--- config.mk ---
export PLATFORM = sky130hd
export DESIGN_NAME = dense_to_sparse_threshold_coder_unit
export DESIGN_NICKNAME = d
export VERILOG_FILES = /design/src/design/dtstc_pkg.sv /design/src/design/dense_to_sparse_threshold_coder_unit.sv
export SDC_FILE = /design/constraint.sdc
export NUM_CORES = 1
export LEC_CHECK = 0
export ABC_CLOCK_PERIOD_IN_PS = 15210
export BUFFER_PORTS_ARGS = -buffer_cell sky130_fd_sc_hd__buf_2
export CAP_MARGIN = 25
export CORE_MARGIN = 3
export CORE_UTILIZATION = 51
export DETAILED_ROUTE_END_ITERATION = 7
export HOLD_SLACK_MARGIN = 0.15
export PLACE_DENSITY = 0.7
export SYNTH_ARGS = -nofsm -noshare
export SYNTH_HDL_FRONTEND = slang
export SYNTH_SLANG_ARGS = --single-unit
--- constraint.sdc ---
create_clock -name clk -period 15.21 [get_ports clk]
set_input_delay 1.521 -clock clk [delete_from_list [all_inputs] [get_ports clk]]
set_output_delay 1.521 -clock clk [all_outputs]
set_load 0.01 [all_outputs]
--- src/design/dtstc_pkg.sv ---
// shared types and constants for the dense-to-sparse threshold coder
`default_nettype none
package dtstc_pkg;
  localparam int unsigned MaxDim = 65536;
  localparam int DimW = $clog2(MaxDim);
  localparam int ExtW = DimW + 1;

  localparam logic [1:0] KIND_COLUMN = 2'd0;
  localparam logic [1:0] KIND_ROW = 2'd1;
  localparam logic [1:0] KIND_END = 2'd2;

  localparam logic [1:0] REG_FORMAT = 2'd0;
  localparam logic [1:0] REG_THRESHOLD = 2'd1;
  localparam logic [1:0] REG_ROWS = 2'd2;
  localparam logic [1:0] REG_COLS = 2'd3;

  typedef struct packed {
    logic [1:0] kind;
    logic [DimW-1:0] column_index;
    logic [DimW-1:0] row_index;
    logic [ExtW-1:0] hit_count;
    logic last;
  } result_t;
endpackage
`default_nettype wire

--- src/design/dense_to_sparse_threshold_coder_unit.sv ---
// top level of the dense-to-sparse threshold coder
// Elements stream in row-major order on the input channel (in_valid, in_stall),
// one per cycle while in_stall is low. The pass test and position update happen
// as the element is accepted; up to three results (passing column, row summary,
// end marker) are placed in a four-entry result buffer and drained one per
// cycle while out_stall is low on the output channel (out_valid, out_stall);
// last marks the final result of an element. An element with several results
// occupies the output for one transfer each; with out_stall low the sustained
// rate is one element per cycle when at most one result per element is
// produced, otherwise set by the output channel. in_stall is raised when the
// buffer might not hold a new element's results.
// Configuration writes (cfg_valid, cfg_ready always high, cfg_index,
// cfg_data) are applied at once and take effect on the next element.
// Synchronous reset clears positions, hit count, format and threshold, sets rows
// and columns in use to one and empties the buffer. A receiver stall holds the
// head result; input is throttled once fewer than three buffer entries are free.
`default_nettype none
module dense_to_sparse_threshold_coder_unit (
  input wire logic clk,
  input wire logic rst,
  input wire logic in_valid,
  output logic in_stall,
  input wire logic [31:0] element_value,
  input wire logic cfg_valid,
  output logic cfg_ready,
  input wire logic [1:0] cfg_index,
  input wire logic [31:0] cfg_data,
  output logic out_valid,
  input wire logic out_stall,
  output logic [1:0] kind,
  output logic [dtstc_pkg::DimW-1:0] column_index,
  output logic [dtstc_pkg::DimW-1:0] row_index,
  output logic [dtstc_pkg::ExtW-1:0] hit_count,
  output logic last
);
  import dtstc_pkg::*;

  logic number_format;
  logic [31:0] threshold_bits;
  logic [ExtW-1:0] rows_in_use, cols_in_use;
  logic [DimW-1:0] column_position, row_position;
  logic [ExtW-1:0] row_hits;

  result_t buf_q [0:3];
  logic [1:0] rd_ptr, wr_ptr;
  logic [2:0] fill;

  logic accept, pop;
  logic vnan, tnan, tneg, pass;
  logic [30:0] vmag, tmag;
  logic [ExtW-1:0] cols, rows, hits_inc;
  logic row_end, mat_end;
  result_t r0, r1, r2;
  logic [1:0] n_res;

  assign cfg_ready = 1'b1;
  assign in_stall = fill > 3'd1;
  assign accept = in_valid && !in_stall;
  assign out_valid = fill != 3'd0;
  assign pop = out_valid && !out_stall;
  assign kind = buf_q[rd_ptr].kind;
  assign column_index = buf_q[rd_ptr].column_index;
  assign row_index = buf_q[rd_ptr].row_index;
  assign hit_count = buf_q[rd_ptr].hit_count;
  assign last = buf_q[rd_ptr].last;

  always_comb begin
    if (number_format) begin
      vmag = {16'd0, element_value[14:0]};
      tmag = {16'd0, threshold_bits[14:0]};
      vnan = element_value[14:0] > 15'h7C00;
      tnan = threshold_bits[14:0] > 15'h7C00;
      tneg = threshold_bits[15];
    end else begin
      vmag = element_value[30:0];
      tmag = threshold_bits[30:0];
      vnan = element_value[30:0] > 31'h7F800000;
      tnan = threshold_bits[30:0] > 31'h7F800000;
      tneg = threshold_bits[31];
    end
    pass = !vnan && !tnan && (tneg || tmag == 31'd0 || vmag >= tmag);
    cols = (cols_in_use == '0) ? ExtW'(1) :
      (cols_in_use > ExtW'(MaxDim)) ? ExtW'(MaxDim) : cols_in_use;
    rows = (rows_in_use == '0) ? ExtW'(1) :
      (rows_in_use > ExtW'(MaxDim)) ? ExtW'(MaxDim) : rows_in_use;
    row_end = ({1'b0, column_position} + ExtW'(1)) >= cols;
    mat_end = row_end && (({1'b0, row_position} + ExtW'(1)) >= rows);
    hits_inc = row_hits + ExtW'(pass);
    r0 = '0; r1 = '0; r2 = '0;
    n_res = 2'd0;
    // pack results in order into r0..r2
    if (pass) begin
      r0.kind = KIND_COLUMN;
      r0.column_index = column_position;
      n_res = 2'd1;
    end
    if (row_end && hits_inc != '0) begin
      if (n_res == 2'd0) begin
        r0.kind = KIND_ROW; r0.row_index = row_position; r0.hit_count = hits_inc;
      end else begin
        r1.kind = KIND_ROW; r1.row_index = row_position; r1.hit_count = hits_inc;
      end
      n_res = n_res + 2'd1;
    end
    if (mat_end) begin
      case (n_res)
        2'd0: r0.kind = KIND_END;
        2'd1: r1.kind = KIND_END;
        default: r2.kind = KIND_END;
      endcase
      n_res = n_res + 2'd1;
    end
    case (n_res)
      2'd1: r0.last = 1'b1;
      2'd2: r1.last = 1'b1;
      2'd3: r2.last = 1'b1;
      default: ;
    endcase
  end

  always_ff @(posedge clk) begin
    if (rst) begin
      number_format <= 1'b0;
      threshold_bits <= '0;
      rows_in_use <= ExtW'(1);
      cols_in_use <= ExtW'(1);
      column_position <= '0;
      row_position <= '0;
      row_hits <= '0;
      rd_ptr <= '0;
      wr_ptr <= '0;
      fill <= '0;
    end else begin
      if (cfg_valid) begin
        case (cfg_index)
          REG_FORMAT: number_format <= cfg_data[0];
          REG_THRESHOLD: threshold_bits <= cfg_data;
          REG_ROWS: rows_in_use <= cfg_data[ExtW-1:0];
          REG_COLS: cols_in_use <= cfg_data[ExtW-1:0];
          default: ;
        endcase
      end
      if (accept) begin
        if (row_end) begin
          row_hits <= '0;
          column_position <= '0;
          row_position <= mat_end ? '0 : row_position + DimW'(1);
        end else begin
          row_hits <= hits_inc;
          column_position <= column_position + DimW'(1);
        end
        if (n_res != 2'd0) buf_q[wr_ptr] <= r0;
        if (n_res > 2'd1) buf_q[wr_ptr + 2'd1] <= r1;
        if (n_res > 2'd2) buf_q[wr_ptr + 2'd2] <= r2;
        wr_ptr <= wr_ptr + n_res;
      end
      if (pop) rd_ptr <= rd_ptr + 2'd1;
      fill <= fill + (accept ? {1'b0, n_res} : 3'd0) - {2'd0, pop};
    end
  end
endmodule
`default_nettype wire
==> results of run 1 <==
## path summary, 6_finish.rpt
check | start | end
hold / removal | buf_q[0][50] | buf_q[0][50]
hold reg to reg | buf_q[0][50] | buf_q[0][50]
setup / recovery | element_value[0] | buf_q[2][0]
setup reg to reg | number_format | buf_q[2][0]
## area by class of cell
class	count	area (um^2)
multi-input cells	1342	9230
diodes	1	2.50
fillers	2818	13200
inverters	38	143
repair buffers	138	771
clock inverters	14	255
flip-flops and latches	333	6750
well taps	435	544
clock buffers	53	1090
## registers in the layout, summed over array words and instances, names as in the netlist, named ones only
signal and cells:
row_hits 17, buf_q 208, number_format 1, fill 3, column_position 16, wr_ptr 2, threshold_bits 32, cols_in_use 17
rows_in_use 17, rd_ptr 2, row_position 16
## through the flow
step / setup WS, ps / util (%) / instance area (um^2) / power, mW / hold WS, ps
final: 6650 / 58.8 / 18800 / 2.43 / 449
after CTS: 6660 / 58.6 / 18700 / 2.43 / 451
after floorplan: 7790 / - / 16800 / 1.34 / 425
after detailed placement: 6140 / 54.4 / 17400 / 1.47 / 442
after global placement: 6230 / 54.4 / 17400 / 1.46 / 439
after global routing: 6090 / 58.8 / 18800 / 2.53 / 466
## per-layer routing
metal  global-route usage (%)  vias to the layer above  wire [um]
li1                         -                     6764          -
met1                     33.5                     6838      19800
met2                     39.5                      452      20200
met3                     4.07                       68       2830
met4                     6.14                        2        766
met5                        0                        -         12
## cell usage after synthesis, drive strengths merged (3+ instances only)
library cell    n  area [um^2]
a211oi         11         82.6
a21boi          4         30.0
a21o           11         82.6
a21oi         207         1040
a221o           3         30.0
a221oi          5         61.3
a22o           53          464
a22oi           4         30.0
a31oi           7         56.3
a41oi           4         42.6
and2           22          145
and3           19          119
and4            4         37.5
buf            63          388
clkbuf         76          285
dfxtp         325         6510
edfxtp          8          240
ha             78          976
inv            37          139
mux2            5         71.3
mux2i           6          110
mux4           52         1170
nand2         327         1230
nand2b         19          119
nand3         106          536
nand3b         14          105
nand4          35          225
nand4b          3         26.3
nor2           69          304
nor2b          24          150
nor3           21          105
nor4           30          194
o211ai          4         43.8
o21a            5         45.0
o21ai          32          168
o22ai           3         45.0
o2bb2ai        77          681
or2             6         37.5
or4             3         22.5
xnor2          28          245
xor2           21          184
## critical path, stage by stage
cell,delay (ps)
buf_2,80
inv_1,40
ha_1,260
nand2b_1,90
nand3_1,70
a21o_1,160
a311oi_1,330
o21ai_0,220
a31oi_4,160
buf_4,710
ha_1,380
ha_1,340
nand4_1,240
nor3_1,240
and4_1,280
xor2_1,110
nor4_1,340
a41oi_2,150
buf_4,260
ha_1,590
clkinv_1,390
nor2_1,360
a31oi_2,140
and2_4,330
nor2_4,760
inv_1,160
## power groups by stage
| stage | Clock, mW | Sequential [mW] | Combinational, mW |
|---|---|---|---|
| 5_1_grt | 1.02 | 0.948 | 0.562 |
| 3_5_place_dp | 0 | 0.962 | 0.506 |
| 6_report | 0.972 | 0.942 | 0.514 |
| 2_1_floorplan | 0 | 0.940 | 0.402 |
| 3_3_place_gp | 0 | 0.961 | 0.498 |
| 4_1_cts | 0.982 | 0.943 | 0.509 |
## logic make-up after synthesis
family	count (synthesis)	share of synthesized area (%)
muxes	63	8.07
buffers and inverters	177	4.86
other	1	0.0224
AOI/OAI and AO/OA	444	18.1
adders and majority gates	79	5.94
DFF	333	40.2
and+or+nand+nor	706	20.2
xor gates and xnor gates	49	2.56
==> metrics.cfg, run 1 <==
[final_layout]
most-common-layout-cells=nand2_1, dfxtp_1, a21oi_1, buf_2, nand3_1
layoutNonFillerInstCount=2354
fin_nets=2040
syn_to_final_growth_pct=12.0
final_common_cell=nand2_1
drive_gt1_share_pct=15.6

[sta]
setup-tns-final_ps=0
drv_slew=0
fin_skew_ps=21.8
period_share_pct=56.3
hold_viol=0
setup_viol=0
worst_pin_slew_ps=1060
grt_setup_unrepaired=false
slew_headroom_pct=28.6
period_needed_ps=8560
fmax_mhz=117

[worst_setup_path]
reg2reg_depth=24
critPathArrivalTime_ps=8800
cp.required_ps=15450
worst-r2r-setup-slack_ps=7200
worst_setup_path_end_kind=flop
crit_type=in -> reg
cp_max_fo=76
critPathLaunchType=input pin

[clocking]
cts.sinks=333
h-tree-depth=2
cts_resized=0
path_clk_slew_ps=60
cts_buffer_depth=3
root_buffer=clkbuf_16
cts_setup_buffers=0
cts_tree=yes
clkLatencyLatePin_ps=530
cts_buffers=37
hold_buffers=0

[logic_synthesis]
ys_seq_area_share_pct=40.2
yosysUniqueCellTypes=82
async_flop_share_pct=0
synth.avg_cell_area_um2=9.05
synth-seq-cells=333
syn-num-nets=2002
synth_edf_count=8
ys.flop_type=dfxtp_1
syn_area_um2=16800
synthCells=1852
synth_warnings=0

[power_and_ir_drop]
share_seq_of_total_power_pct=38.8
clockPowerShare_pct=40.0
vdd_drop_max_uv=72.0
p_int_mw=1.68
p_sw_mw=0.748
swShare_pct=30.8
leakage_nw=6.91
comb_power_share_pct=21.2
p_per_area_nw_per_um2=129

[die]
dieHeight_um=187
start_util_pct=52.5
core-area_um2=32000
die_w_um=187
die_area_um2=35100
num_io_pins=126
row_count=65

[drt]
wl_per_cell_um=18.5
antenna_left=0
via_per_inst=6.00
vias=14100
drc=0
drt_iter0_drc=1157
drt-pass1-iter-count=5
drt_wl_total_um=43600

[place]
place.port_buffers=123
place_congestion=0.872
dp_cells=2284
hpwlAfterDp_um=28700

[grt]
first_global_vias=13800
overflow=0
grt_max_degree=104
antenna_found_initial=1
grt_pass1_wl_um=71500
grtUsageTotal_pct=24.2

[flow_run]
drv_cap=0

[status]
status=finished clean

[min_path]
min_path_cells=2
min_path_type=reg -> reg

Power figures use the tool's default switching activity.
==> inputs of run 2 (changes only) <==
--- a/config.mk
+++ b/config.mk
@@ -5,7 +5,7 @@
 export SDC_FILE = /design/constraint.sdc
 export NUM_CORES = 1
 export LEC_CHECK = 0
-export ABC_CLOCK_PERIOD_IN_PS = 15210
+export ABC_CLOCK_PERIOD_IN_PS = 8510
 export BUFFER_PORTS_ARGS = -buffer_cell sky130_fd_sc_hd__buf_2
 export CAP_MARGIN = 25
 export CORE_MARGIN = 3
==> constraint.sdc (replaced) <==
create_clock -name clk -period 8.51 [get_ports clk]
set_input_delay 0.851 -clock clk [delete_from_list [all_inputs] [get_ports clk]]
set_output_delay 0.851 -clock clk [all_outputs]
set_load 0.01 [all_outputs]
==> run 2 against run 1 <==
Register-to-register slack got worse by 5700 ps. Critical path depth grew 1. Sequential power up 77%. Non-clock buffer count rose by 3. Wire length is 1.0% higher.
==> metrics.cfg, run 2 (same netlist as run 1, synthesis figures left out) <==
[status]
status=finished clean

[place]
hpwlAfterDp_um=28900
place.port_buffers=123
postPlaceCellArea_um2=17400
place_congestion=0.868

[final_layout]
most-common-layout-cells=nand2_1, dfxtp_1, a21oi_1, buf_2, nand3_1
num_antenna_cells=0
final_area_um2=18700
drive_gt1_share_pct=15.6
top_regs=buf_q (208), threshold_bits (32)
final_common_cell=nand2_1
largest_reg_flops=208
max_flop_register=buf_q
syn_to_final_growth_pct=11.8
fin_nets=2044

[grt]
antenna_found_initial=0
grtUsageTotal_pct=24.4
grt_max_degree=84
grt_pass1_wl_um=71400
first_global_vias=13700
overflow=0

[sta]
hold_viol=0
fmax_mhz=142
setup_viol=0
drv_slew=0
grt_setup_unrepaired=false
period_needed_ps=7030
slew_headroom_pct=29.1
period_share_pct=82.6
fin_skew_ps=18.1
worst_pin_slew_ps=1060
setup-tns-final_ps=0

[power_and_ir_drop]
p_sw_mw=1.34
clockPowerShare_pct=38.9
comb_power_share_pct=22.2
p_int_mw=2.95
share_seq_of_total_power_pct=38.9
p_per_area_nw_per_um2=229
vdd_drop_max_uv=125
leakage_nw=6.91
swShare_pct=31.1

[die]
row_count=65
num_io_pins=126
dieHeight_um=187
core-area_um2=32000
die_area_um2=35100
start_util_pct=52.5
die_w_um=187

[worst_setup_path]
crit_type=reg -> reg
cp.depth=27
worst_setup_path_end_kind=flop
slowest_stage=ha_1
crit_buf_inv=4
cpMostUsedCell=ha_1
critPathArrivalTime_ps=7430
cp.required_ps=8910
critPathLaunchType=flop
critical_path.top_delay_family=adder cells
reg2reg_depth=27
cpPeakStageDelay_ps=600
cp_max_fo=37

[drt]
via_per_inst=6.02
wl_per_cell_um=18.7
drt_iter0_drc=1166
antenna_left=0
drc=0
drt_wl_total_um=44100
vias=14200
drt-pass1-iter-count=5

[clocking]
cts_buffer_depth=3
cts_resized=0
path_clk_slew_ps=60
h-tree-depth=2
cts_setup_buffers=0
cts_buffers=38
cts.sinks=333
cts_tree=yes
root_buffer=clkbuf_16
hold_buffers=0
clkLatencyLatePin_ps=530

[flow_run]
drv_cap=0

[min_path]
min_path_type=reg -> reg
min_path_cells=2

## run 2: cell count changes in the layout (fill, tap and decap cells not counted), sizes merged
cell | previous run | this run
bufinv | 6 | 3
clkinv | 6 | 9
clkinvlp | 2 | 1
buf | 138 | 141
diode | 1 | 0
inv | 38 | 39
## run 2: per-layer routing
layer	vias up	global-route usage (%)	wire, um
li1	6769	-	-
met1	6838	33.7	19700
met2	509	39.7	20400
met3	70	3.95	3130
met4	0	6.92	844
met5	-	0	0
## run 2: tightest hold or removal path, stage by stage (launching register included)
cell	delay, ps
dfxtp_1	300
nand2_1	50
a21oi_1	50
## run 2: final cells by class
class	count	area [um^2]
clock buffers	53	1130
well taps	435	544
inverters	38	143
flip-flops and latches	333	6750
multi-input cells	1342	9230
repair buffers	141	793
fillers	2742	13200
clock inverters	14	153
## run 2: worst paths after layout
check                          start                  to  slack (ps)
setup reg to reg       number_format             fill[2]        1480
hold / removal    threshold_bits[31]  threshold_bits[31]         450
setup / recovery       number_format             fill[2]        1480
hold reg to reg   threshold_bits[31]  threshold_bits[31]         450
## run 2: power by group through the flow
stage	Sequential (mW)	Combinational (mW)	Clock, mW
floorplan	1.68	0.718	0
global placement	1.70	0.918	0
detailed placement	1.70	0.943	0
CTS	1.67	0.947	1.68
global route	1.67	1.04	1.76
finish	1.67	0.952	1.67
## run 2: metrics by stage
stage | hold slack (ps) | util, % | instances | worst slack, ps | power (mW)
after CTS | 452 | 58.6 | 2355 | 969 | 4.30
after floorplan | 425 | - | 1852 | 1760 | 2.40
after global routing | 469 | 58.6 | 2356 | 816 | 4.47
after detailed placement | 443 | 54.5 | 2288 | 966 | 2.65
final | 449 | 58.6 | 2356 | 1480 | 4.29
after global placement | 438 | 54.5 | 2287 | 1190 | 2.62
